===== src/rtl/core/per_source_message_statistics_top_assert.svh =====
// ----------------------------------------------------------------------------
// Assertion macros for the per-source message statistics block
// Concurrent checks sampled on the rising clock edge and disabled while the
// asynchronous reset is asserted.
// ----------------------------------------------------------------------------
`ifndef PER_SOURCE_MESSAGE_STATISTICS_TOP_ASSERT_SVH
`define PER_SOURCE_MESSAGE_STATISTICS_TOP_ASSERT_SVH

// Same-cycle implication: when ante holds, cons must hold as well.
`define PSMS_ASSERT_NOW(label, clk, rst_n, ante, cons, msg) \
  label: assert property (@(posedge clk) disable iff (!(rst_n)) (ante) |-> (cons)) \
    else $error(msg);

// Next-cycle implication: when ante holds, cons must hold in the next cycle.
`define PSMS_ASSERT_NEXT(label, clk, rst_n, ante, cons, msg) \
  label: assert property (@(posedge clk) disable iff (!(rst_n)) (ante) |=> (cons)) \
    else $error(msg);

`endif


===== src/rtl/core/psms_pkg.sv =====
// ----------------------------------------------------------------------------
// psms_pkg
// Types and constants shared by the per-source message statistics block.
// ----------------------------------------------------------------------------
`timescale 1ns / 1ps
`default_nettype none

package psms_pkg;

  // field widths
  localparam int RANK_W  = 8;
  localparam int TIME_W  = 48;
  localparam int STAT_W  = 64;
  localparam int CNT_W   = 32;
  localparam int CFG_W   = 2;
  localparam int FRAC_W  = 16;
  // divider iteration counter: one quotient bit per cycle
  localparam int DIV_CNT_W = 6;

  // configuration register indexes
  localparam logic CFG_STAT_SEL = 1'b0;
  localparam logic CFG_COMB_SEL = 1'b1;

  // item kinds
  localparam logic KIND_RECORD = 1'b0;
  localparam logic KIND_READ   = 1'b1;

  typedef enum logic [1:0] {
    STAT_COUNT    = 2'd0,
    STAT_LENGTH   = 2'd1,
    STAT_DURATION = 2'd2,
    STAT_RATE     = 2'd3
  } stat_sel_e;

  typedef enum logic [1:0] {
    COMB_MIN = 2'd0,
    COMB_MAX = 2'd1,
    COMB_AVG = 2'd2,
    COMB_SUM = 2'd3
  } comb_sel_e;

  typedef enum logic [2:0] {
    ST_IDLE,
    ST_LOOK,
    ST_DIV_RATE,
    ST_FOLD,
    ST_REPORT,
    ST_DIV_AVG,
    ST_EMIT
  } state_e;

  // access to the per-rank tables
  typedef struct packed {
    logic              rd_en;
    logic              wr_en;
    logic [RANK_W-1:0] rank;
    logic [STAT_W-1:0] wr_stat;
    logic [CNT_W-1:0]  wr_count;
  } store_req_t;

  // divider status
  typedef struct packed {
    logic busy;
    logic done;
  } div_stat_t;

endpackage

`default_nettype wire


===== src/rtl/core/psms_div.sv =====
// ----------------------------------------------------------------------------
// psms_div
// Radix-2 restoring divider: 64-bit dividend, 48-bit divisor. The dividend
// shifts out one bit per cycle while the quotient shifts in behind it.
// ----------------------------------------------------------------------------
`timescale 1ns / 1ps
`default_nettype none

module psms_div (
  input  wire                          clk_i,
  input  wire                          rst_ni,
  input  wire                          start_i,
  input  wire  [psms_pkg::STAT_W-1:0]  dividend_i,
  input  wire  [psms_pkg::TIME_W-1:0]  divisor_i,
  output logic [psms_pkg::STAT_W-1:0]  quotient_o,
  output psms_pkg::div_stat_t          stat_o
);

  import psms_pkg::*;

  logic [STAT_W-1:0]    quo_q, quo_d;
  logic [TIME_W-1:0]    rem_q, rem_d;
  logic [TIME_W-1:0]    dsr_q, dsr_d;
  logic [DIV_CNT_W-1:0] cnt_q, cnt_d;
  logic                 busy_q, busy_d;
  logic                 done_q, done_d;
  logic [TIME_W:0]      trial;
  logic                 fits;

  // one trial subtraction per cycle
  always_comb begin
    trial = {rem_q, quo_q[STAT_W-1]} - {1'b0, dsr_q};
    fits  = ({rem_q, quo_q[STAT_W-1]} >= {1'b0, dsr_q});
  end

  always_comb begin
    quo_d  = quo_q;
    rem_d  = rem_q;
    dsr_d  = dsr_q;
    cnt_d  = cnt_q;
    busy_d = busy_q;
    done_d = 1'b0;
    if (start_i) begin
      quo_d  = dividend_i;
      rem_d  = '0;
      dsr_d  = divisor_i;
      cnt_d  = '0;
      busy_d = 1'b1;
    end else if (busy_q) begin
      quo_d = {quo_q[STAT_W-2:0], fits};
      rem_d = fits ? trial[TIME_W-1:0] : {rem_q[TIME_W-2:0], quo_q[STAT_W-1]};
      cnt_d = cnt_q + DIV_CNT_W'(1);
      if (cnt_q == '1) begin
        busy_d = 1'b0;
        done_d = 1'b1;
      end
    end
  end

  // control
  always_ff @(posedge clk_i or negedge rst_ni) begin
    if (!rst_ni) begin
      busy_q <= 1'b0;
      done_q <= 1'b0;
      cnt_q  <= '0;
    end else begin
      busy_q <= busy_d;
      done_q <= done_d;
      cnt_q  <= cnt_d;
    end
  end

  // shift registers
  always_ff @(posedge clk_i) begin
    quo_q <= quo_d;
    rem_q <= rem_d;
    dsr_q <= dsr_d;
  end

  assign quotient_o  = quo_q;
  assign stat_o.busy = busy_q;
  assign stat_o.done = done_q;

endmodule

`default_nettype wire


===== config.mk =====
export PLATFORM = sky130hd
export DESIGN_NAME = psms_div
export DESIGN_NICKNAME = d
export VERILOG_FILES = /design/src/rtl/core/per_source_message_statistics_top_assert.svh /design/src/rtl/core/psms_pkg.sv /design/src/rtl/core/psms_div.sv
export SDC_FILE = /design/constraint.sdc
export NUM_CORES = 1
export LEC_CHECK = 0
export BUFFER_PORTS_ARGS = -buffer_cell sky130_fd_sc_hd__buf_2
export CORE_ASPECT_RATIO = 0.5
export CORE_MARGIN = 10
export CORE_UTILIZATION = 53
export DETAILED_ROUTE_END_ITERATION = 16
export GPL_TIMING_DRIVEN = 1
export PLACE_DENSITY = 0.8
export SYNTH_ARGS = -nofsm -noshare
export SYNTH_HDL_FRONTEND = slang
export SYNTH_SLANG_ARGS = --single-unit
export TNS_END_PERCENT = 100

===== constraint.sdc =====
create_clock -name clk_i -period 3.5 [get_ports clk_i]
set_clock_uncertainty 0.05 [all_clocks]
set_input_delay 1.05 -clock clk_i [delete_from_list [all_inputs] [get_ports clk_i]]
set_output_delay 1.05 -clock clk_i [all_outputs]
set_load 0.05 [all_outputs]

==> impl_metrics.tcl <==
set metrics [dict create \
    status "completed" \
    crit_family "compound AO/OA/AOI/OAI gates" \
    diodes 0 \
    slew_violations 0 \
    syn_avg_cell_area_um2 10.1 \
    period_needed_ns 3.29 \
    synth_edf_count 112 \
    drt_iter0_drc 647 \
    dp.cells 1338 \
    hold_violations 0 \
    grt_pass1_vias 7941 \
    slew_headroom 0.465 \
    grt_pass1_wl_um 40300 \
    htreeDepth 4 \
    rows 34 \
    gp_congestion 0.945 \
    post-route-period-util 0.939 \
    peakVddDrop_mv 0.506 \
    synth_area_um2 9700 \
    cpPeakStageDelay_ns 0.41 \
    ys_seq_area_frac 0.467 \
    setup.worst_path.start_class "flip-flop" \
    gr-total-overflow 0 \
    end_kind "flip-flop" \
    clk_path_buf_depth 2 \
    drcViolationCount 0 \
    nets 1291 \
    cts.clk_slew.worst_paths_ns 0.07 \
    worstPathArrival_ns 3.57 \
    final_area_um2 11400 \
    viasPerCell 5.83 \
    worstMarginPinSlew_ns 0.797 \
    clk-insertion-delay-late_ns 0.43 \
    synth.distinct_cells 69 \
    track_usage 0.204 \
    wl_um 25100 \
    io_buffer_count 180 \
    antenna_found_initial 3 \
    total_power_w 0.00878 \
    yosys_warnings 0 \
    numCtsBuffers 17 \
    core_region_area_um2 17700 \
    grt_max_degree 126 \
    place_area_um2 10800 \
    min_path_type "in -> async" \
    cpMaxStageDelayCell "o31a_1" \
    layout_commonest_cell "buf_2" \
    firstDrtPassIters 5 \
    drive_gt1_frac 0.277 \
    fillers 1395 \
    ant_nets 0 \
    finalSetupViolations 0 \
    rrSetupSlack_ns 0.21 \
    clkSinkCount 168 \
    crit_chain "inv_1 > ha_1 > fa_1 > nand2b_1 > a21oi_2 > o21ai_2 > a311o_1 > o31a_1 > o21ai_4 > a31oi_1 > xnor2_1 > nand2_1 > a311oi_1" \
    initial_core_util 0.549 \
    fp.dieH_um 116 \
    hpwl_um 18600 \
    cp_num_buf_inv 1 \
    area_delta_synth_final_pct 17.8 \
    p_leak_nw 4.84 \
    synth-main-ff-cell "edfxtp_1" \
    async_flop_share 0.0476 \
    wl_per_cell_um 18.3 \
    final_util 0.647 \
    postSynthCellCount 962 \
    stdcell_count 1373 \
    final_cell_mix "179 x buf_2, 112 x edfxtp_1, 111 x nand2_1" \
    cts-root-buf "clkbuf_16" \
    cap_violations 0 \
    cts_tree "yes" \
    vias 8004 \
    power_density_nw_per_um2 769 \
    path_max_fanout 6 \
    synth-seq-cells 168 \
    crit_required_ns 3.79 \
    io_pins 181 \
    max_freq_mhz 304 \
    critPathKind "reg -> reg" \
    fp.dieW_um 211 \
    dieArea_um2 24400 \
    synthesis.nets 1127 \
]
[cell type report]
class	instances	area [um2]	share of cell area
Clock buffer	19	443	0.0388
Clock inverter	13	133	0.0116
Inverter	67	251	0.0220
Multi-Input combinational cell	672	4650	0.407
Sequential cell	168	4530	0.396
Tap cell	234	293	0.0256
Timing Repair Buffer	200	1120	0.0984
[cell families after synthesis]
family                   share of synthesized area
AO/OA/AOI/OAI                                0.164
XOR/XNOR                                    0.0397
buffers and inverters                       0.0557
adder cells (fa/ha/maj)                     0.0653
flip-flops                                   0.467
multiplexers                                0.0785
AND/OR/NAND/NOR                              0.130
[routing by layer]
layer / global-route usage / routed length [um] / share of wire
met4: 0.0671 / 527 / 0.021
met2: 0.344 / 12000 / 0.48
met1: 0.240 / 10100 / 0.40
met5: 0 / 17 / 0.00068
met3: 0.0744 / 2510 / 0.10
[power by group]
group | switching (W) | total (W) | internal [W]
clock network | 0.000853 | 0.00187 | 0.00102
logic | 0.00247 | 0.00410 | 0.00163
registers | 0.000282 | 0.00280 | 0.00252
[worst register-to-register path: stages, from the launching register on]
cell      delay [ns]
edfxtp_1        0.36
inv_1           0.05
ha_1            0.22
fa_1            0.39
nand2b_1        0.20
a21oi_2         0.17
o21ai_2         0.11
a311o_1         0.33
o31a_1          0.41
o21ai_4         0.23
a31oi_1         0.16
xnor2_1         0.16
nand2_1         0.08
a311oi_1        0.27
[timing repair]
action	CTS	global route
setup endpoints to repair	0	24
setup buffers	0	2
hold buffers	0	0
resized for setup	0	3
[cell usage after synthesis, drive strengths merged (3+ instances only)]
cell / number / area, um2
a211oi: 5 / 37.5
a21o: 13 / 105
a21oi: 69 / 349
a311oi: 35 / 338
a31oi: 11 / 83.8
and2: 4 / 25.0
and3: 5 / 31.3
buf: 29 / 188
clkbuf: 27 / 101
dfrtp: 8 / 200
dfxtp: 48 / 961
edfxtp: 112 / 3360
ha: 49 / 613
inv: 67 / 251
mux2: 64 / 721
mux2i: 4 / 40.0
nand2: 111 / 417
nand2b: 11 / 68.8
nand3: 12 / 60.1
nand4: 22 / 138
nor2: 82 / 308
nor2b: 5 / 31.3
nor3: 12 / 60.1
o211ai: 3 / 22.5
o21a: 5 / 38.8
o21ai: 41 / 220
o21bai: 18 / 135
o31ai: 4 / 30.0
or3: 3 / 18.8
or4: 4 / 30.0
xnor2: 31 / 272
xor2: 13 / 114
[through the flow]
stage	worst slack [ns]	TNS, ns	hold WS, ns
floorplan	0.125	0	0.393
global placement	0.246	0	0.412
detailed placement	0.161	0	0.411
CTS	0.131	0	0.388
global route	-0.0247	-0.0247	0.399
finish	0.214	0	0.401
[path summary, 6_finish.rpt]
kind	cells after the start	end	from
min in group clk_i	2	rem_q[44]	rem_q[44]
setup / recovery	13	rem_q[34]	quotient_o[63]
setup reg to reg	13	rem_q[34]	quotient_o[63]
hold / removal	1	cnt_q[0]	rst_ni
hold reg to reg	2	rem_q[44]	rem_q[44]
max in group asynchronous	1	busy_q	rst_ni
[registers in the layout (all words and copies together), names as in the netlist]
register,cells
dsr_q,48
quotient_o,64
cnt_q,6
busy_q,1
done_q,1
rem_q,48
Power figures use the tool's default switching activity.
